<file path="src/sv/hvt_pkg.sv">
`timescale 1ns / 1ps
// hvt_pkg: types, codes and character classes for the header value tokenizer
// no dependencies; imported by hvt top level and checker

package hvt_pkg;

  localparam int unsigned POS_BITS_DEF = 16;
  localparam int unsigned SPAN_W       = 16;
  localparam int unsigned RQ_DEPTH     = 4;
  localparam int unsigned RQ_PTR_W     = $clog2(RQ_DEPTH);
  localparam int unsigned RQ_CNT_W     = RQ_PTR_W + 1;
  localparam int unsigned M_TDATA_W    = 40;

  typedef enum logic [2:0] {
    MODE_IDLE  = 3'd0,
    MODE_WS    = 3'd1,
    MODE_IDENT = 3'd2,
    MODE_STR   = 3'd3,
    MODE_ESC   = 3'd4,
    MODE_SKIP  = 3'd5
  } lex_mode_e;

  typedef enum logic [2:0] {
    KIND_WS    = 3'd0,
    KIND_IDENT = 3'd1,
    KIND_STR   = 3'd2,
    KIND_EQ    = 3'd3,
    KIND_COMMA = 3'd4,
    KIND_SEMI  = 3'd5,
    KIND_END   = 3'd6,
    KIND_ERR   = 3'd7
  } tok_kind_e;

  typedef enum logic [1:0] {
    ERR_NONE    = 2'd0,
    ERR_UNTERM  = 2'd1,
    ERR_UNKNOWN = 2'd2
  } err_code_e;

  localparam logic [7:0] CH_END    = 8'h00;
  localparam logic [7:0] CH_QUOTE  = 8'h22;
  localparam logic [7:0] CH_EQ     = 8'h3d;
  localparam logic [7:0] CH_COMMA  = 8'h2c;
  localparam logic [7:0] CH_SEMI   = 8'h3b;
  localparam logic [7:0] CH_BSLASH = 8'h5c;
  localparam logic [7:0] CH_UNDER  = 8'h5f;

  typedef struct packed {
    tok_kind_e         kind;
    logic [SPAN_W-1:0] span_start;
    logic [SPAN_W-1:0] span_end;
    err_code_e         err;
    logic              last;
  } res_t;

  function automatic logic is_ws(input logic [7:0] c);
    return c inside {8'd32, [8'd9:8'd13]};
  endfunction

  function automatic logic is_alpha(input logic [7:0] c);
    return c inside {[8'd65:8'd90], [8'd97:8'd122]};
  endfunction

  function automatic logic is_ident_tail(input logic [7:0] c);
    return is_alpha(c) || (c inside {[8'd48:8'd57]}) || (c == CH_UNDER);
  endfunction

endpackage

</file>
<file path="src/sv/header_value_tokenizer_top.sv">
`timescale 1ns / 1ps
// header_value_tokenizer_top: streaming lexer for header value strings
// depends on hvt_pkg

// One character beat enters per clock cycle while s_axis_tready is high. The
// lexer state (mode, token start, position, error seen) is updated in the
// cycle the beat is accepted, and the zero, one or two tokens that the
// character closes or starts are written into a four-entry result queue in
// that same cycle; results leave one beat per cycle on the master side while
// m_axis_tready is high. Input is taken whenever at most two results are
// queued, so a stalled consumer blocks intake once more than two are queued.
// Sustained rate is one character per cycle while characters give at most
// one token each and the consumer keeps up; a character giving two tokens
// (a closed identifier or whitespace run followed by a punctuation or error
// token, or the end byte after an open run) takes two beats on the output.
// Positions saturate at 2^POS_BITS-1 and are reported on 16 bits.

module header_value_tokenizer_top #(
  parameter int unsigned POS_BITS = hvt_pkg::POS_BITS_DEF
) (
  input  logic                          clk_i,
  input  logic                          rst_ni,
  // configuration: skip_whitespace
  input  logic                          cfg_valid_i,
  output logic                          cfg_ready_o,
  input  logic                          cfg_data_i,
  // character beats
  input  logic                          s_axis_tvalid,
  output logic                          s_axis_tready,
  input  logic [7:0]                    s_axis_tdata,  // [7:0] char_byte
  // token beats
  output logic                          m_axis_tvalid,
  input  logic                          m_axis_tready,
  // [2:0] token_kind, [18:3] span_start, [34:19] span_end,
  // [36:35] error_code, [39:37] zero
  output logic [hvt_pkg::M_TDATA_W-1:0] m_axis_tdata,
  output logic                          m_axis_tlast   // last_of_run
);
  import hvt_pkg::*;

  localparam logic [POS_BITS-1:0] POS_MAX = {POS_BITS{1'b1}};

  // lexer state
  lex_mode_e           mode_q, mode_d;
  logic [POS_BITS-1:0] tstart_q, tstart_d;
  logic [POS_BITS-1:0] pos_q, pos_d;
  err_code_e           errseen_q, errseen_d;
  logic                skip_ws_q;

  // result queue
  res_t                rq_mem_q [RQ_DEPTH];
  logic [RQ_PTR_W-1:0] rq_wr_q, rq_rd_q;
  logic [RQ_CNT_W-1:0] rq_cnt_q;

  logic                in_fire, out_fire;
  logic [7:0]          ch;
  logic [POS_BITS-1:0] pos_inc;

  // the token closed by this character and the one it produces itself
  logic                close_v, char_v, classify;
  res_t                close_r, char_r;
  res_t                push0, push1;
  logic [1:0]          push_n;

  function automatic logic [SPAN_W-1:0] to_span(input logic [POS_BITS-1:0] p);
    logic [31:0] w;
    w = 32'(p);
    return w[SPAN_W-1:0];
  endfunction

  assign cfg_ready_o   = 1'b1;
  assign ch            = s_axis_tdata;
  assign s_axis_tready = (rq_cnt_q <= RQ_CNT_W'(RQ_DEPTH - 2));
  assign in_fire       = s_axis_tvalid & s_axis_tready;
  assign out_fire      = m_axis_tvalid & m_axis_tready;
  assign pos_inc       = (pos_q == POS_MAX) ? pos_q : pos_q + 1'b1;

  // lexer next state and token generation
  always_comb begin
    mode_d    = mode_q;
    tstart_d  = tstart_q;
    pos_d     = pos_q;
    errseen_d = errseen_q;
    close_v   = 1'b0;
    char_v    = 1'b0;
    classify  = 1'b0;
    close_r   = '{kind: KIND_WS, span_start: to_span(tstart_q), span_end: to_span(pos_q),
                  err: ERR_NONE, last: 1'b0};
    char_r    = '{kind: KIND_END, span_start: to_span(pos_q), span_end: to_span(pos_q),
                  err: ERR_NONE, last: 1'b0};

    if (ch == CH_END) begin
      // end byte closes any open run, then the end record
      case (mode_q)
        MODE_WS: begin
          close_v = ~skip_ws_q;
        end
        MODE_IDENT: begin
          close_v      = 1'b1;
          close_r.kind = KIND_IDENT;
        end
        MODE_STR, MODE_ESC: begin
          close_v      = 1'b1;
          close_r.kind = KIND_ERR;
          close_r.err  = ERR_UNTERM;
        end
        default: ;
      endcase
      char_v     = 1'b1;
      char_r.err = (mode_q == MODE_STR || mode_q == MODE_ESC) ? ERR_UNTERM : errseen_q;
      mode_d     = MODE_IDLE;
      tstart_d   = '0;
      pos_d      = '0;
      errseen_d  = ERR_NONE;
    end else begin
      case (mode_q)
        MODE_SKIP: begin
          pos_d = pos_inc;
        end
        MODE_STR: begin
          if (ch == CH_QUOTE) begin
            close_v          = 1'b1;
            close_r.kind     = KIND_STR;
            close_r.span_end = to_span(pos_inc);
            mode_d           = MODE_IDLE;
          end else if (ch == CH_BSLASH) begin
            mode_d = MODE_ESC;
          end
          pos_d = pos_inc;
        end
        MODE_ESC: begin
          mode_d = MODE_STR;
          pos_d  = pos_inc;
        end
        MODE_WS: begin
          if (is_ws(ch)) begin
            pos_d = pos_inc;
          end else begin
            close_v  = ~skip_ws_q;
            classify = 1'b1;
          end
        end
        MODE_IDENT: begin
          if (is_ident_tail(ch)) begin
            pos_d = pos_inc;
          end else begin
            close_v      = 1'b1;
            close_r.kind = KIND_IDENT;
            classify     = 1'b1;
          end
        end
        default: begin
          classify = 1'b1;
        end
      endcase

      if (classify) begin
        mode_d           = MODE_IDLE;
        pos_d            = pos_inc;
        char_r.span_end  = to_span(pos_inc);
        if (is_ws(ch)) begin
          mode_d   = MODE_WS;
          tstart_d = pos_q;
        end else if (is_alpha(ch)) begin
          mode_d   = MODE_IDENT;
          tstart_d = pos_q;
        end else if (ch == CH_QUOTE) begin
          mode_d   = MODE_STR;
          tstart_d = pos_q;
        end else if (ch == CH_EQ) begin
          char_v      = 1'b1;
          char_r.kind = KIND_EQ;
        end else if (ch == CH_COMMA) begin
          char_v      = 1'b1;
          char_r.kind = KIND_COMMA;
        end else if (ch == CH_SEMI) begin
          char_v      = 1'b1;
          char_r.kind = KIND_SEMI;
        end else begin
          // unknown character: report and skip to end byte
          char_v      = 1'b1;
          char_r.kind = KIND_ERR;
          char_r.err  = ERR_UNKNOWN;
          errseen_d   = ERR_UNKNOWN;
          mode_d      = MODE_SKIP;
        end
      end
    end

    if (close_v && close_r.kind == KIND_ERR) begin
      errseen_d = ERR_UNTERM;
    end
    if (ch == CH_END) begin
      errseen_d = ERR_NONE;
    end

    // compact into queue order, mark the final result of this beat
    push_n      = 2'(close_v) + 2'(char_v);
    push0       = close_v ? close_r : char_r;
    push1       = char_r;
    push0.last  = (push_n == 2'd1);
    push1.last  = 1'b1;
  end

  // lexer state registers
  always_ff @(posedge clk_i or negedge rst_ni) begin
    if (!rst_ni) begin
      mode_q    <= MODE_IDLE;
      tstart_q  <= '0;
      pos_q     <= '0;
      errseen_q <= ERR_NONE;
      skip_ws_q <= 1'b0;
    end else begin
      if (cfg_valid_i && cfg_ready_o) begin
        skip_ws_q <= cfg_data_i;
      end
      if (in_fire) begin
        mode_q    <= mode_d;
        tstart_q  <= tstart_d;
        pos_q     <= pos_d;
        errseen_q <= errseen_d;
      end
    end
  end

  // result queue payload, no reset
  always_ff @(posedge clk_i) begin
    if (in_fire && push_n != 2'd0) begin
      rq_mem_q[rq_wr_q] <= push0;
    end
    if (in_fire && push_n == 2'd2) begin
      rq_mem_q[rq_wr_q + 1'b1] <= push1;
    end
  end

  // result queue pointers
  always_ff @(posedge clk_i or negedge rst_ni) begin
    if (!rst_ni) begin
      rq_wr_q  <= '0;
      rq_rd_q  <= '0;
      rq_cnt_q <= '0;
    end else begin
      if (in_fire) begin
        rq_wr_q <= rq_wr_q + RQ_PTR_W'(push_n);
      end
      if (out_fire) begin
        rq_rd_q <= rq_rd_q + 1'b1;
      end
      rq_cnt_q <= rq_cnt_q + (in_fire ? RQ_CNT_W'(push_n) : '0) - RQ_CNT_W'(out_fire);
    end
  end

  // output beat
  res_t head;
  assign head          = rq_mem_q[rq_rd_q];
  assign m_axis_tvalid = (rq_cnt_q != '0);
  assign m_axis_tlast  = head.last;
  assign m_axis_tdata  = {3'b000, head.err, head.span_end, head.span_start, head.kind};

endmodule

</file>
<file path="config.mk">
export PLATFORM = sky130hd
export DESIGN_NAME = header_value_tokenizer_top
export DESIGN_NICKNAME = d
export VERILOG_FILES = /design/src/sv/hvt_pkg.sv /design/src/sv/header_value_tokenizer_top.sv
export SDC_FILE = /design/constraint.sdc
export NUM_CORES = 1
export LEC_CHECK = 0
export ABC_AREA = 1
export BUFFER_PORTS_ARGS = -buffer_cell sky130_fd_sc_hd__clkbuf_2
export CAP_MARGIN = 40
export CORE_AREA = 5 5 125 246
export CTS_BUF_LIST = sky130_fd_sc_hd__clkbuf_4 sky130_fd_sc_hd__clkbuf_8
export DETAILED_ROUTE_END_ITERATION = 7
export DIE_AREA = 0 0 130 251
export GPL_TIMING_DRIVEN = 1
export PLACE_DENSITY_LB_ADDON = 0.12
export SLEW_MARGIN = 40
export SYNTH_ARGS = -nofsm -noshare
export SYNTH_HDL_FRONTEND = slang
export SYNTH_SLANG_ARGS = --single-unit
</file>
<file path="constraint.sdc">
create_clock -name clk_i -period 7 [get_ports clk_i]
set_input_delay 0.35 -clock clk_i [delete_from_list [all_inputs] [get_ports clk_i]]
set_output_delay 0.35 -clock clk_i [all_outputs]
set_load 0.05 [all_outputs]
</file>
**Word level (Yosys, flattened, before mapping)**

Memory sizes are Yosys's and may differ from the RTL's.
Index checks and enable logic that the tools add are counted.

- Add/subtract/negate cells: 7
- Magnitude comparators: 9
- Eq/ne operators: 25
- Mux-type cells: 79
- Bitwise operators: 3
- Reduce and logical (&&, ||, !) cells: 27

Operator list:

| kind | count |
|---|---|
| two-way mux 16 bit | 14 |
| two-way mux 3 bit | 18 |
| case mux 16 bit (3 select lines) | 1 |
| two-way mux 2 bit | 21 |
| equality test 8 x 6 -> 1 bit, second input constant | 5 |
| two-way mux 38 bit | 1 |
| two-way mux 18 bit | 1 |
| inequality test 3 x 1 -> 1 bit, second input constant | 6 |
| two-way mux 1 bit | 17 |
| adder 16 x 1 -> 16 bit, second input constant | 1 |
| equality test 16 bit, second input constant | 1 |
| equality test 8 x 7 -> 1 bit, second input constant | 2 |
| greater-or-equal comparator 8 x 7 -> 1 bit, second input constant | 2 |
| less-or-equal comparator 8 x 7 -> 1 bit, second input constant | 2 |
| case mux 3 bit (2 select lines) | 2 |
| equality test 3 bit, second input constant | 3 |
| greater-or-equal comparator 8 x 4 -> 1 bit, second input constant | 1 |
| greater-or-equal comparator 8 x 6 -> 1 bit, second input constant | 1 |
| less-or-equal comparator 8 x 4 -> 1 bit, second input constant | 1 |
| less-or-equal comparator 8 x 6 -> 1 bit, second input constant | 1 |
| logical NOT 8 bit | 1 |
| inequality test 4 bit, second input constant | 2 |
| AND reduction 8 bit | 1 |
| nonzero test 2 bit | 4 |
| 25 further kinds | 41 |

- Flip-flop bits (word level): 45
- Bits in writable memories: 152
- Input bits: 14
- Output and inout port bits: 44
- Word-level logic and storage cells: 159
- Memories: 1

Memories:

| memory | words | width | read ports | clocked after memory_dff | write ports | RTL line | source |
|---|---|---|---|---|---|---|---|
| rq_mem_q | 4 | 38 | 1 | 0 | 2 | header_value_tokenizer_top.sv:51 | `res_t rq_mem_q [RQ_DEPTH];` |

**Longest topological paths before layout**

Gate-level depths: netlist of the first run.

- Depth after elaboration: 15
- Depth in mapped cells: 21
- Mapped depth without buffers: 20

**Least setup slack after synthesis of the first run**

Ideal clock, no wire load.

- Path kind: register -> register
- Start point: register mode_q[2]
- End point: memory rq_mem_q[0][1] (netlist name) (data pin)
- Library setup time: 0.147 ns
- Arrival: 3.401 ns
- Data required time: 6.853 ns
- Path slack: 3.452 ns
- Cell stages (with the launch flop): 20
- Buffers on the path: 1
- Clock period less this slack: 3.548 ns
- Path through: dfrtp_1 -> inv_1 -> nand2_1 -> nor2_1 -> nand2_1 -> nor2_1 -> nand2_2 -> nand3_4 -> buf_2 -> nand2_1 -> nand2_1 -> ha_1 -> inv_1 -> nor2_1 -> inv_2 -> nor3_2 -> inv_1 -> nand2_1 -> o21ai_0 -> nor2_1

RTL lines:

| item | RTL line | source |
|---|---|---|
| from (decl) | header_value_tokenizer_top.sv:44 | `lex_mode_e mode_q, mode_d;` |
| from (signal assigned) | header_value_tokenizer_top.sv:218 | `mode_q <= mode_d;` |
| to (decl) | header_value_tokenizer_top.sv:51 |  |

==> impl_table.tex, run 1 <==
\begin{tabular}{lr}
\hline
Metric & Value \\
\hline
\multicolumn{2}{l}{\textbf{Clock network}} \\
\quad CTS Root Cell & sky130\_fd\_sc\_hd\_\_clkbuf\_8 \\
\quad H-tree depth & 4 \\
\quad Cts bufs inserted & 17 \\
\quad Clock-pin slew on the worst setup and hold paths & $\sim$100 ps \\
\quad Insertion delay of the later-clocked pin in the worst-skew pair & about 520 ps \\
\quad Number of sinks handled by clock tree synthesis & $\sim$200 \\
\quad Clock tree from TritonCTS & yes \\
\quad Number of buffers on the longest clock path & 2 \\
\quad Post-CTS Setup Bufs & 0 \\
\multicolumn{2}{l}{\textbf{Hold path}} \\
\quad Hold Path Origin & cfg\_data\_i \\
\quad Worst Hold Class & input port to flop \\
\multicolumn{2}{l}{\textbf{STA}} \\
\quad Final critical path time including I/O delays and setup & 4525 ps \\
\quad Least-Margin Pin Slew & $\sim$800 ps \\
\quad Headroom to the max-slew limit & a little under half \\
\quad Setup-violating endpoint count in the final report & 0 \\
\quad RSZ-0062 raised after global routing & false \\
\quad Setup TNS after final layout & 0 ps \\
\quad Share of the cycle needed by the critical path after routing & about 65\% \\
\quad Tightest hold margin & $\sim$63 ps \\
\quad Pins over their slew limit & 0 \\
\quad Clock tree skew after final layout & 21.17 ps \\
\quad Number of hold violations in the final report & 0 \\
\quad Max Fclk & 221.0 MHz \\
\multicolumn{2}{l}{\textbf{Outcome}} \\
\quad Outcome & finished clean \\
\multicolumn{2}{l}{\textbf{Setup path}} \\
\quad Delay of the slowest cell on the worst path & 610 ps \\
\quad Slowest CP cell & sky130\_fd\_sc\_hd\_\_nand2\_2 \\
\quad Critical path origin & mode\_q[2] \\
\quad Delay-heaviest family, CP & simple AND/OR/NAND/NOR gates \\
\quad Data arrival at the endpoint of the critical path & 4750 ps \\
\quad Reg-to-reg startpoint & mode\_q[2] \\
\quad Crit path launch type & flop \\
\quad CP Max Fanout & 36 \\
\quad Element type at the critical path end & flop \\
\quad Cell Chain, Critical Path & inv\_1 -> nand2\_1 -> nor2\_2 -> nand2\_2 -> nand2\_1 -> inv\_2 -> nand2\_1 -> nand2\_1 -> nand2\_1 -> ha\_1 -> inv\_1 -> nor2\_1 -> inv\_2 -> nor3\_4 -> buf\_4 -> inv\_1 -> nand2\_2 -> buf\_4 \\
\quad Bufs and invs on worst path & 7 \\
\quad CP Data Required Time & $\sim$7200 ps \\
\quad Most frequent CP cell & sky130\_fd\_sc\_hd\_\_nand2\_1 \\
\quad Critical setup path kind & flop to flop \\
\multicolumn{2}{l}{\textbf{Die}} \\
\quad Core footprint & 28,630 sq um \\
\quad Y dimension of the die & about 250 microns \\
\quad I/O pin total & 58 \\
\quad Initial core utilization & between 30\% and 40\% \\
\quad Site Rows & 88 \\
\quad Horizontal extent of the die & between 100 and 150 microns \\
\quad Die Outline Area & 32,630 sq um \\
\multicolumn{2}{l}{\textbf{Global route}} \\
\quad Wire length of the first global-routing pass & 54.98 mm \\
\quad Number of global-route vias before repair & between 9,000 and 10,000 \\
\quad GRT Total Usage & approximately 22\% \\
\quad Final global-route overflow total & 0 \\
\quad Antenna violations before repair & 0 \\
\quad Largest net degree at the start of global routing & 80 \\
\multicolumn{2}{l}{\textbf{Routing}} \\
\quad Post-route DRC & 0 \\
\quad Average wire per standard cell & 20.00 microns \\
\quad Antenna violation net count after detailed routing & 0 \\
\quad Routed via count & slightly below 10,000 \\
\quad DRC violation total after the first TritonRoute iteration & roughly 880 \\
\quad Via count normalized by instance count & about 5.5 \\
\quad Wirelength, routed & between 30 and 40 mm \\
\quad Drt pass-1 iters & 6 \\
\multicolumn{2}{l}{\textbf{Pwr}} \\
\quad Power density relative to cell area & $\sim$440 nW/um\^{}2 \\
\quad Sequential group share of total power & roughly a third \\
\quad Sw Ratio & approximately 55\% \\
\quad Internal power component & $\sim$2.4 mW \\
\quad Worst IR drop on VDD & 0.2324 mV \\
\quad Leakage dissipation & 5.091 nW \\
\quad P\_sw & around 3 mW \\
\quad Clock power share & 13.6\% \\
\quad Gate power share & 54.1\% \\
\quad Power, Total & $\sim$5.3 mW \\
\multicolumn{2}{l}{\textbf{Logic synthesis}} \\
\quad Mapped Area & $\sim$11,000 sq um \\
\quad Synthesized area per cell & 7.947 sq um \\
\quad Yosys warning total & 0 \\
\quad Register bit total from synthesis & 197 \\
\quad Share of flip-flops with an asynchronous set or reset & a little under a quarter \\
\quad Distinct cell type count of the synthesized netlist & 40 \\
\quad Post-synthesis sequential area ratio & 50.28\% \\
\quad Number of synthesized flops with an enable pin & 148 \\
\quad Primary FF master, synth & sky130\_fd\_sc\_hd\_\_edfxtp\_1 \\
\quad Post-Synthesis Cells & roughly 1,400 \\
\multicolumn{2}{l}{\textbf{Place}} \\
\quad Gpl congestion & between 0.9 and 1 \\
\quad Buffers on Ports & between 50 and 60 \\
\quad Estimated wirelength of the detail-placed design & between 20 and 30 mm \\
\multicolumn{2}{l}{\textbf{Finish}} \\
\quad P\&R area growth vs syn & 8.328\% \\
\quad Total of fill cells in the finished design & slightly below 3,000 \\
\quad Ratio of cells with drive above 1 in the final layout & approximately a tenth \\
\quad Multi-input logic area & between 4000 and 5000 sq um \\
\quad Number of antenna cells inserted & 0 \\
\quad Seq. cell area & 5652 sq um \\
\quad Post-route core utilization & roughly 43\% \\
\quad Final \#Nets & about 1,400 \\
\multicolumn{2}{l}{\textbf{Flow run}} \\
\quad Count of max-cap constraint violations & 0 \\
\hline
\end{tabular}
==> state kept, by name, indices dropped and copies added (netlist names) <==
name,flops
errseen_q,2
mode_q,3
pos_q,16
rq_cnt_q,3
rq_mem_q,152
rq_rd_q,2
rq_wr_q,2
skip_ws_q,1
tstart_q,16
==> layout make-up <==
| class | count | area share (%) |
|---|---|---|
| clock inverter | 15 | 1.223 |
| inverter | 86 | 2.652 |
| timing repair buffer | 75 | 3.783 |
| multi-input combinational | 1040 | 40.29 |
| tap | 360 | 3.700 |
| sequential | 197 | 46.43 |
| clock buffer | 17 | 1.922 |
==> through the flow <==
step / worst slack (ps) / cells / instance area (sq um)
finish: 2475 / 1790 / 12170
global route: 2169 / 1790 / 12170
CTS: 2184 / 1789 / 12140
detailed placement: 1842 / 1756 / 11750
global placement: 1913 / 1754 / 11720
floorplan: 3452 / 1416 / 11240
==> logic make-up (layout without fill, tap and decap cells) <==
family	Yosys count	in the layout	synth area share, %
AO/OA/AOI/OAI	247	247	11.91
XOR/XNOR	15	15	1.169
adder cells (fa/ha/maj)	8	8	0.9575
buffers and inverters	179	193	6.714
flip-flops	197	197	50.28
multiplexers	1	1	0.1002
other	2	4	0.06683
AND/OR/NAND/NOR	765	765	28.79
==> layer usage <==
layer | GRT usage, % | part of all wire [%]
met5 | 0 | 0
met4 | 9.245 | 3.7
met3 | 4.040 | 6.9
met2 | 34.06 | 47
met1 | 30.56 | 42
==> layout by cell type (no fill, tap or decap), types with 2 or more instances in the layout <==
master	n
sky130_fd_sc_hd__nand3_1	189
sky130_fd_sc_hd__xor2_1	13
sky130_fd_sc_hd__o22ai_1	49
sky130_fd_sc_hd__edfxtp_1	148
sky130_fd_sc_hd__clkinv_1	2
sky130_fd_sc_hd__nand2_1	393
sky130_fd_sc_hd__inv_1	73
sky130_fd_sc_hd__nand2_4	3
sky130_fd_sc_hd__nor2_2	3
sky130_fd_sc_hd__a21oi_1	11
sky130_fd_sc_hd__nor3_4	4
sky130_fd_sc_hd__o21ai_2	5
sky130_fd_sc_hd__inv_2	12
sky130_fd_sc_hd__conb_1	4
sky130_fd_sc_hd__nor3_1	4
sky130_fd_sc_hd__clkinv_4	3
sky130_fd_sc_hd__nor3_2	6
sky130_fd_sc_hd__dfxtp_1	4
sky130_fd_sc_hd__buf_4	18
sky130_fd_sc_hd__ha_1	7
sky130_fd_sc_hd__o21ai_0	150
sky130_fd_sc_hd__buf_6	2
sky130_fd_sc_hd__inv_6	5
sky130_fd_sc_hd__dfrtp_1	44
sky130_fd_sc_hd__nand2_2	8
sky130_fd_sc_hd__a21boi_0	2
sky130_fd_sc_hd__xnor2_1	2
sky130_fd_sc_hd__nand4_1	5
sky130_fd_sc_hd__clkbuf_2	53
sky130_fd_sc_hd__nand3b_1	2
sky130_fd_sc_hd__o21ai_1	27
sky130_fd_sc_hd__nor2_1	144
sky130_fd_sc_hd__clkbuf_8	17
==> power by group through the flow <==
| stage | clock (mW) | combinational (mW) | sequential, mW |
|---|---|---|---|
| 3_5_place_dp | 0 | 2.87 | 1.75 |
| 2_1_floorplan | 0 | 2.21 | 1.58 |
| 5_1_grt | 0.791 | 3.14 | 1.75 |
| 4_1_cts | 0.743 | 2.88 | 1.72 |
| 6_report | 0.725 | 2.89 | 1.73 |
| 3_3_place_gp | 0 | 2.83 | 1.74 |
==> worst paths after layout <==
check	end	slack (ps)	cells after the start
worst max-delay path	rq_mem_q[3][29]	2480	18
min in group asynchronous	skip_ws_q	450	3
max in group asynchronous	rq_rd_q[0]	6110	3
worst max register to register	rq_mem_q[3][29]	2480	18
worst min register to register	rq_mem_q[1][0]	470	2
worst min-delay path	skip_ws_q	60	2
==> cells in the mapped netlist (3+ instances only) <==
| library cell | instances | area [sq um] |
|---|---|---|
| sky130_fd_sc_hd__dfxtp_1 | 4 | 80.08 |
| sky130_fd_sc_hd__dfrtp_1 | 45 | 1126 |
| sky130_fd_sc_hd__inv_2 | 11 | 41.29 |
| sky130_fd_sc_hd__o21ai_1 | 27 | 135.1 |
| sky130_fd_sc_hd__nor2_1 | 144 | 540.5 |
| sky130_fd_sc_hd__a21oi_1 | 11 | 55.05 |
| sky130_fd_sc_hd__edfxtp_1 | 148 | 4444 |
| sky130_fd_sc_hd__nor3_1 | 8 | 40.04 |
| sky130_fd_sc_hd__ha_1 | 7 | 87.58 |
| sky130_fd_sc_hd__xor2_1 | 13 | 113.9 |
| sky130_fd_sc_hd__nand3_1 | 189 | 945.9 |
| sky130_fd_sc_hd__nand4_1 | 5 | 31.28 |
| sky130_fd_sc_hd__o21ai_0 | 150 | 750.7 |
| sky130_fd_sc_hd__nand2_2 | 3 | 18.77 |
| sky130_fd_sc_hd__buf_4 | 10 | 75.07 |
| sky130_fd_sc_hd__nor2_2 | 3 | 18.77 |
| sky130_fd_sc_hd__buf_2 | 24 | 120.1 |
| sky130_fd_sc_hd__clkbuf_1 | 55 | 206.5 |
| sky130_fd_sc_hd__o22ai_1 | 49 | 306.5 |
| sky130_fd_sc_hd__inv_1 | 74 | 277.8 |
| sky130_fd_sc_hd__nand2_1 | 399 | 1498 |
| sky130_fd_sc_hd__o21ai_2 | 5 | 43.79 |
| sky130_fd_sc_hd__nor3_2 | 6 | 60.06 |
==> timing repair <==
item,4_1_cts,5_1_grt
endpoints found under the setup margin,0,0
gates resized for setup,0,0
hold buffers,1,0
hold endpoints to repair,45,0
Note: power is estimated with default switching activity, not from simulation.
==> run 2, diff against run 1 <==
==> constraint.sdc (replaced) <==
create_clock -name clk_i -period 4 [get_ports clk_i]
set_input_delay 0.2 -clock clk_i [delete_from_list [all_inputs] [get_ports clk_i]]
set_output_delay 0.2 -clock clk_i [all_outputs]
set_load 0.05 [all_outputs]
==> run 2 against run 1 <==
  * Combinational power grew 81%
  * Design area up 0.84%
  * Critical path type unchanged
  * Die area did not move
  * Sequential share of layout area is 0.39 points lower
  * Hold slack gained 47 ps
  * Setup slack worse by 1500 ps
  * First-iteration DRC count shrank 6.0%
  * Count of clock-buffer cells in the layout up 3
  * Non-clock buffer count up 15
  * Core utilization rose by 0.36 points
  * Flip-flop and latch count is the same
==> impl_table.tex, run 2 (synthesized netlist as in run 1, its figures left out) <==
\begin{tabular}{lr}
\hline
Metric & Value \\
\hline
\multicolumn{2}{l}{\textbf{Place}} \\
\quad Estimated wirelength of the detail-placed design & 24.26 mm (-4.6\%) \\
\quad Placed Cells & 1,770 (+0.80\%) \\
\quad Placed Area & 11,900 sq um (+1.3\%) \\
\quad Gpl congestion & 0.9108 (-2.6\%) \\
\quad Dpl ws & 912.8 ps (-928.7 ps) \\
\quad Buffers on Ports & 53 (unchanged) \\
\multicolumn{2}{l}{\textbf{STA}} \\
\quad Least-Margin Pin Slew & 657.7 ps (-144.1 ps) \\
\quad Setup TNS after final layout & 0 ps (unchanged) \\
\quad Clock tree skew after final layout & 20.09 ps (-1.083 ps) \\
\quad Pins over their slew limit & 0 (unchanged) \\
\quad Max Fclk & 328.6 MHz (+49\%) \\
\quad Headroom to the max-slew limit & 56.15\% (+9.7 points) \\
\quad Final critical path time including I/O delays and setup & 3043 ps (-1482 ps) \\
\quad Final Worst Setup Slack & 957.0 ps (-1518 ps) \\
\quad RSZ-0062 raised after global routing & false \\
\quad Setup-violating endpoint count in the final report & 0 (unchanged) \\
\quad Number of hold violations in the final report & 0 (unchanged) \\
\quad Share of the cycle needed by the critical path after routing & 76.07\% (+11 points) \\
\multicolumn{2}{l}{\textbf{Routing}} \\
\quad Average wire per standard cell & 20.83 microns (+4.2\%) \\
\quad Routed via count & 9,937 (+0.15\%) \\
\quad Antenna violation net count after detailed routing & 0 (unchanged) \\
\quad Post-route DRC & 0 (unchanged) \\
\quad Drt pass-1 iters & 5 (-1) \\
\quad DRC violation total after the first TritonRoute iteration & 826 (-6.0\%) \\
\quad Via count normalized by instance count & 5.505 (-0.68\%) \\
\quad Wirelength, routed & 37.60 mm (+5.0\%) \\
\multicolumn{2}{l}{\textbf{Finish}} \\
\quad Ratio of cells with drive above 1 in the final layout & 11.49\% (+0.79 points) \\
\quad Final Instance Count excl. Fillers & 1,805 (+0.84\%) \\
\quad Max FFs per register & 152 (unchanged) \\
\quad Fin area & 12,280 sq um (+0.84\%) \\
\quad Commonest cells after routing, fill and taps aside & 394 x sky130\_fd\_sc\_hd\_\_nand2\_1, 189 x sky130\_fd\_sc\_hd\_\_nand3\_1, 150 x sky130\_fd\_sc\_hd\_\_o21ai\_0, 148 x sky130\_fd\_sc\_hd\_\_edfxtp\_1, 144 x sky130\_fd\_sc\_hd\_\_nor2\_1 \\
\quad Most common cell after layout, fill and taps aside & sky130\_fd\_sc\_hd\_\_nand2\_1 \\
\quad Biggest registers after layout & rq\_mem\_q x152, pos\_q x16, tstart\_q x16 \\
\quad Number of antenna cells inserted & 0 (unchanged) \\
\quad Register name with the most flops & rq\_mem\_q \\
\quad Final \#Nets & 1,454 (+1.0\%) \\
\quad P\&R area growth vs syn & 9.242\% \\
\multicolumn{2}{l}{\textbf{Setup path}} \\
\quad Element type at the critical path end & flop \\
\quad Delay-heaviest family, CP & adder cells \\
\quad Crit path launch type & flop \\
\quad Critical setup path kind & flop to flop \\
\quad Bufs and invs on worst path & 3 (-4) \\
\quad Data arrival at the endpoint of the critical path & 3490 ps (-1260 ps) \\
\quad Cell Chain, Critical Path & nor3\_1 -> inv\_1 -> nand2\_2 -> nor2\_1 -> o21ai\_1 -> nand3\_4 -> nand2\_1 -> nand2\_1 -> ha\_1 -> nand2\_1 -> ha\_1 -> inv\_1 -> ha\_1 -> inv\_1 -> fa\_1 -> xnor2\_1 -> xor2\_1 \\
\quad CP Max Fanout & 6 (-83\%) \\
\quad CP Data Required Time & 4450 ps (-2780 ps) \\
\quad Slowest CP cell & sky130\_fd\_sc\_hd\_\_dfrtp\_1 \\
\quad Delay of the slowest cell on the worst path & 430 ps (-180 ps) \\
\multicolumn{2}{l}{\textbf{Die}} \\
\quad Initial core utilization & 39.25\% (unchanged) \\
\quad Die Outline Area & 32,630 sq um (unchanged) \\
\quad Y dimension of the die & 251 microns (unchanged) \\
\quad Site Rows & 88 (unchanged) \\
\quad Core footprint & 28,630 sq um (unchanged) \\
\quad Horizontal extent of the die & 130 microns (unchanged) \\
\quad I/O pin total & 58 (unchanged) \\
\multicolumn{2}{l}{\textbf{Clock network}} \\
\quad CTS Root Cell & sky130\_fd\_sc\_hd\_\_clkbuf\_8 \\
\quad Cts bufs inserted & 17 (unchanged) \\
\quad Number of hold-repair buffers added at the cts stage & 3 (+2) \\
\quad Post-cts gate resize count & 0 (unchanged) \\
\quad Number of sinks handled by clock tree synthesis & 197 (unchanged) \\
\quad Clock-pin slew on the worst setup and hold paths & 100 ps (about the same) \\
\quad Number of buffers on the longest clock path & 2 (unchanged) \\
\quad Insertion delay of the later-clocked pin in the worst-skew pair & 520 ps (about the same) \\
\quad Post-CTS Setup Bufs & 0 (unchanged) \\
\quad H-tree depth & 4 (unchanged) \\
\quad Clock tree from TritonCTS & yes \\
\multicolumn{2}{l}{\textbf{Global route}} \\
\quad Number of global-route vias before repair & 9,832 (+4.1\%) \\
\quad Antenna violations before repair & 0 (unchanged) \\
\quad Wire length of the first global-routing pass & 57.90 mm (+5.3\%) \\
\quad Largest net degree at the start of global routing & 79 (-1.3\%) \\
\quad Final global-route overflow total & 0 (unchanged) \\
\quad GRT Total Usage & 23.48\% (+1.4 points) \\
\multicolumn{2}{l}{\textbf{Pwr}} \\
\quad Power density relative to cell area & 764.1 nW/um\^{}2 (+74\%) \\
\quad P\_sw & 5.141 mW (+76\%) \\
\quad Gate power share & 55.8\% (+1.7 points) \\
\quad Power, Total & 9.380 mW (+76\%) \\
\quad Clock power share & 12.8\% (-0.8 points) \\
\quad Internal power component & 4.239 mW (+75\%) \\
\quad Sequential group share of total power & 31.4\% (-1.0 points) \\
\quad Leakage dissipation & 5.151 nW (+1.2\%) \\
\quad Worst IR drop on VDD & 0.7007 mV (+200\%) \\
\quad Sw Ratio & 54.80\% (+0.14 points) \\
\multicolumn{2}{l}{\textbf{Outcome}} \\
\quad Outcome & finished clean \\
\multicolumn{2}{l}{\textbf{Hold path}} \\
\quad Worst Hold Class & input port to flop \\
\multicolumn{2}{l}{\textbf{Flow run}} \\
\quad Count of max-cap constraint violations & 0 (unchanged) \\
\hline
\end{tabular}
-- run 2: cell count changes in the layout (fill, tap and decap cells not counted), sizes merged --
cell / change
bufinv: -1
buf: +13
clkinv: +3
dlygate4sd3: +2
clkbuf: +3
inv: -5
-- run 2: through the flow --
step	util, %	hold WS, ps
4_1_cts	42.87	85.96
5_1_grt	42.88	93.02
2_1_floorplan	-	-95.59
6_report	42.88	110.1
3_3_place_gp	41.47	339.8
3_5_place_dp	41.58	347.8
-- run 2: final cells by class --
class                           count  area (sq um)
Clock buffer                       20         256.5
Clock inverter                     12         82.58
Fill cell                        2940         16350
Inverter                           86         325.3
Multi-Input combinational cell   1040          4897
Sequential cell                   197          5652
Tap cell                          360         450.4
Timing Repair Buffer               90         611.8
-- run 2: worst paths after layout --
| check | start | to | slack, ps | cells past startpoint |
|---|---|---|---|---|
| worst min-delay path | m_axis_tready | rq_rd_q[1] | 110 | 4 |
| min in group asynchronous | rst_ni | skip_ws_q | 300 | 3 |
| max in group asynchronous | rst_ni | rq_rd_q[0] | 3220 | 3 |
| worst max register to register | mode_q[1] | rq_cnt_q[2] | 960 | 17 |
| worst min register to register | rq_mem_q[2][0] | rq_mem_q[2][0] | 480 | 2 |
| worst max-delay path | mode_q[1] | rq_cnt_q[2] | 960 | 17 |
-- run 2: metal layers --
layer  GRT usage (%)  routed length (microns)
met2           40.85                    19340
met3           3.593                     1919
met1           29.24                    15210
met4           8.353                     1130
met5               0                        0
-- run 2: tightest hold or removal path, stage by stage --
cell                       delay (ps)
sky130_fd_sc_hd__clkbuf_2          70
sky130_fd_sc_hd__a21boi_0         170
sky130_fd_sc_hd__nand2_1           90
sky130_fd_sc_hd__xor2_1            60
-- run 2: power by group through the flow --
stage,Combinational [mW],Clock (mW),Sequential (mW)
after global placement,5.13,0,2.98
after CTS,5.24,1.22,2.94
after floorplan,3.87,0,2.77
after global routing,5.67,1.29,2.99
after detailed placement,5.23,0,2.99
final,5.23,1.20,2.95
==> run 3, diff against run 2 <==
==> constraint.sdc (replaced) <==
create_clock -name clk_i -period 3.1 [get_ports clk_i]
set_input_delay 0.155 -clock clk_i [delete_from_list [all_inputs] [get_ports clk_i]]
set_output_delay 0.155 -clock clk_i [all_outputs]
set_load 0.05 [all_outputs]
==> run 3 against run 2 <==
  * Count of clock-buffer cells in the layout down 2
  * Core utilization grew 1.0 points
  * Fmax is 3.8% higher
  * Non-clock buffer count is 20 higher
  * Routed wire length is 3.3% lower
  * First-iteration DRC count decreased by 0.85%
  * Critical path depth rose by 2
  * Sequential power is 29% higher
  * Via count grew 0.24%
  * Critical endpoint unchanged
  * Largest power group unchanged
==> impl_table.tex, run 3 (synthesized netlist as in run 1, its figures left out) <==
\begin{tabular}{lr}
\hline
Metric & Value \\
\hline
\multicolumn{2}{l}{\textbf{Pwr}} \\
\quad Sequential group share of total power & 30.9\% (-0.5 points) \\
\quad P\_sw & 6.587 mW (+28\%) \\
\quad Sw Ratio & 53.45\% (-1.4 points) \\
\quad Worst IR drop on VDD & 0.7098 mV (+1.3\%) \\
\quad Gate power share & 55.1\% (-0.7 points) \\
\quad Power density relative to cell area & 980.2 nW/um\^{}2 (+28\%) \\
\quad Leakage dissipation & 5.300 nW (+2.9\%) \\
\quad Clock power share & 13.9\% (+1.1 points) \\
\quad Internal power component & 5.737 mW (+35\%) \\
\quad Power, Total & 12.32 mW (+31\%) \\
\multicolumn{2}{l}{\textbf{Clock network}} \\
\quad Number of buffers on the longest clock path & 2 (unchanged) \\
\quad Clock-pin slew on the worst setup and hold paths & 110 ps (about the same) \\
\quad Number of sinks handled by clock tree synthesis & 197 (unchanged) \\
\quad Insertion delay of the later-clocked pin in the worst-skew pair & 520 ps (about the same) \\
\quad H-tree depth & 4 (unchanged) \\
\quad Clock tree from TritonCTS & yes \\
\quad Cts bufs inserted & 17 (unchanged) \\
\quad CTS Root Cell & sky130\_fd\_sc\_hd\_\_clkbuf\_8 \\
\multicolumn{2}{l}{\textbf{STA}} \\
\quad Least-Margin Pin Slew & 736.5 ps (+78.79 ps) \\
\quad Share of the cycle needed by the critical path after routing & 94.61\% (+19 points) \\
\quad Max Fclk & 341.0 MHz (+3.8\%) \\
\quad Number of hold violations in the final report & 0 (unchanged) \\
\quad Clock tree skew after final layout & 20.12 ps (+0.03040 ps) \\
\quad Setup-violating endpoint count in the final report & 0 (unchanged) \\
\quad Final critical path time including I/O delays and setup & 2933 ps (-110.0 ps) \\
\quad Pins over their slew limit & 0 (unchanged) \\
\quad Setup TNS after final layout & 0 ps (unchanged) \\
\quad Headroom to the max-slew limit & 50.90\% (-5.3 points) \\
\multicolumn{2}{l}{\textbf{Finish}} \\
\quad Final \#Nets & 1,474 (+1.4\%) \\
\quad Post-route core utilization & 43.92\% (+1.0 points) \\
\quad Most common cell after layout, fill and taps aside & sky130\_fd\_sc\_hd\_\_nand2\_1 \\
\quad Max FFs per register & 152 (unchanged) \\
\quad Ratio of cells with drive above 1 in the final layout & 13.04\% (+1.5 points) \\
\quad Biggest registers after layout & rq\_mem\_q x152, pos\_q x16, tstart\_q x16 \\
\quad Register name with the most flops & rq\_mem\_q \\
\quad Commonest cells after routing, fill and taps aside & 394 x sky130\_fd\_sc\_hd\_\_nand2\_1, 189 x sky130\_fd\_sc\_hd\_\_nand3\_1, 150 x sky130\_fd\_sc\_hd\_\_o21ai\_0, 148 x sky130\_fd\_sc\_hd\_\_edfxtp\_1, 142 x sky130\_fd\_sc\_hd\_\_nor2\_1 \\
\quad Number of antenna cells inserted & 0 (unchanged) \\
\quad P\&R area growth vs syn & 11.89\% \\
\multicolumn{2}{l}{\textbf{Setup path}} \\
\quad Cell Chain, Critical Path & inv\_1 -> nand2\_1 -> nor2\_2 -> inv\_2 -> nand2\_2 -> nor2\_1 -> o21ai\_2 -> nand3\_4 -> nand2\_1 -> nand2\_1 -> ha\_1 -> nand2\_1 -> ha\_1 -> inv\_1 -> ha\_1 -> inv\_1 -> fa\_1 -> xnor2\_2 -> xor2\_1 \\
\quad Slowest CP cell & sky130\_fd\_sc\_hd\_\_dfrtp\_1 \\
\quad Cells on worst reg2reg path & 19 (+2) \\
\quad Delay of the slowest cell on the worst path & 400 ps (-30 ps) \\
\quad CP Data Required Time & 3510 ps (-940 ps) \\
\quad CP Max Fanout & 4 (-2) \\
\quad Worst reg2reg endpoint & rq\_cnt\_q[2] \\
\quad Element type at the critical path end & flop \\
\quad Data arrival at the endpoint of the critical path & 3350 ps (-140 ps) \\
\quad Reg-to-reg startpoint & mode\_q[2] \\
\quad Critical setup path kind & flop to flop \\
\quad Setup slack of the most critical reg-to-reg path & 170 ps (-790 ps) \\
\quad Crit path launch type & flop \\
\quad Most frequent CP cell & sky130\_fd\_sc\_hd\_\_nand2\_1 \\
\multicolumn{2}{l}{\textbf{Die}} \\
\quad Initial core utilization & 39.25\% (unchanged) \\
\quad Die Outline Area & 32,630 sq um (unchanged) \\
\quad Y dimension of the die & 251 microns (unchanged) \\
\quad Core footprint & 28,630 sq um (unchanged) \\
\quad Horizontal extent of the die & 130 microns (unchanged) \\
\quad I/O pin total & 58 (unchanged) \\
\quad Site Rows & 88 (unchanged) \\
\multicolumn{2}{l}{\textbf{Global route}} \\
\quad Final global-route overflow total & 0 (unchanged) \\
\quad Antenna violations before repair & 0 (unchanged) \\
\quad GRT Total Usage & 22.71\% (-0.77 points) \\
\quad Number of global-route vias before repair & 9,760 (-0.73\%) \\
\quad Wire length of the first global-routing pass & 56.52 mm (-2.4\%) \\
\quad Largest net degree at the start of global routing & 50 (-37\%) \\
\multicolumn{2}{l}{\textbf{Routing}} \\
\quad DRC violation total after the first TritonRoute iteration & 819 (-0.85\%) \\
\quad Routed via count & 9,961 (+0.24\%) \\
\quad Post-route DRC & 0 (unchanged) \\
\quad Antenna violation net count after detailed routing & 0 (unchanged) \\
\quad Wirelength, routed & 36.35 mm (-3.3\%) \\
\quad Via count normalized by instance count & 5.458 (-0.86\%) \\
\quad Average wire per standard cell & 19.92 microns (-4.4\%) \\
\quad Drt pass-1 iters & 6 (+1) \\
\multicolumn{2}{l}{\textbf{Hold path}} \\
\quad Min-Delay Path Depth & 3 (-1) \\
\quad Worst Hold Class & input port to flop \\
\quad Hold Crit Endpoint & rq\_rd\_q[0] \\
\quad Hold Path Origin & m\_axis\_tready \\
\multicolumn{2}{l}{\textbf{Place}} \\
\quad Gpl congestion & 0.9706 (+6.6\%) \\
\quad Buffers on Ports & 53 (unchanged) \\
\quad Estimated wirelength of the detail-placed design & 25.61 mm (+5.6\%) \\
\multicolumn{2}{l}{\textbf{Flow run}} \\
\quad Count of max-cap constraint violations & 0 (unchanged) \\
\multicolumn{2}{l}{\textbf{Outcome}} \\
\quad Outcome & finished clean \\
\hline
\end{tabular}
==> run 3: area by class of cell <==
cell class / count / area [sq um]
Tap cell: 360 / 450.4
Timing Repair Buffer: 110 / 813.3
Clock inverter: 14 / 147.6
Sequential cell: 197 / 5655
Clock buffer: 18 / 241.5
Fill cell: 2907 / 16050
Multi-Input combinational cell: 1040 / 4942
Inverter: 86 / 322.8
==> run 3: critical path: cells and delay by family, from the launching register on <==
family,cells,cell delay (ps)
compound gates,1,70
simple gates,8,700
flops,1,400
xor+xnor,2,290
fa+ha+maj,4,1090
buf+inv,4,280
==> run 3: what timing repair did <==
| item | in CTS | in global routing |
|---|---|---|
| endpoints found under the hold margin | 26 | 0 |
| setup buffers | 0 | 2 |
| gates resized for setup | 0 | 6 |
| endpoints found under the setup margin | 0 | 1 |
| hold buffers | 3 | 0 |
==> run 3: metrics by stage <==
step           setup WS (ps)  instance area, sq um  hold slack, ps  instances
6_report               167.0                 12570           60.67       1825
3_3_place_gp           202.2                 12100           244.6       1788
3_5_place_dp           128.0                 12100           240.6       1788
2_1_floorplan          6.347                 11280          -140.6       1416
4_1_cts                147.6                 12520           36.93       1823
5_1_grt               -33.20                 12570           54.98       1825
==> run 3: power groups by stage <==
stage,combinational (mW),sequential (mW),clock (mW)
after CTS,6.79,3.80,1.76
after detailed placement,6.77,3.86,0
after global routing,7.39,3.87,1.87
after global placement,6.69,3.85,0
final,6.79,3.81,1.72
after floorplan,5.00,3.57,0
==> run 3: worst max path at each step <==
| stage | slack (ps) | to | from |
|---|---|---|---|
| detailed placement | 130 | rq_cnt_q[2] | s_axis_tdata[7] |
| global placement | 200 | rq_cnt_q[2] | s_axis_tdata[7] |
| floorplan | 6 | rq_cnt_q[2] | mode_q[1] |
| global route | -30 | rq_cnt_q[2] | mode_q[2] |
| CTS | 150 | rq_cnt_q[2] | mode_q[1] |
| finish | 170 | rq_cnt_q[2] | mode_q[2] |
==> run 3: routing by layer <==
layer	up-vias	global-route usage (%)	routed length, microns
li1	4842	-	-
met1	4732	29.48	15040
met2	321	38.49	18520
met3	66	2.552	1710
met4	0	8.799	1075
met5	-	0	0
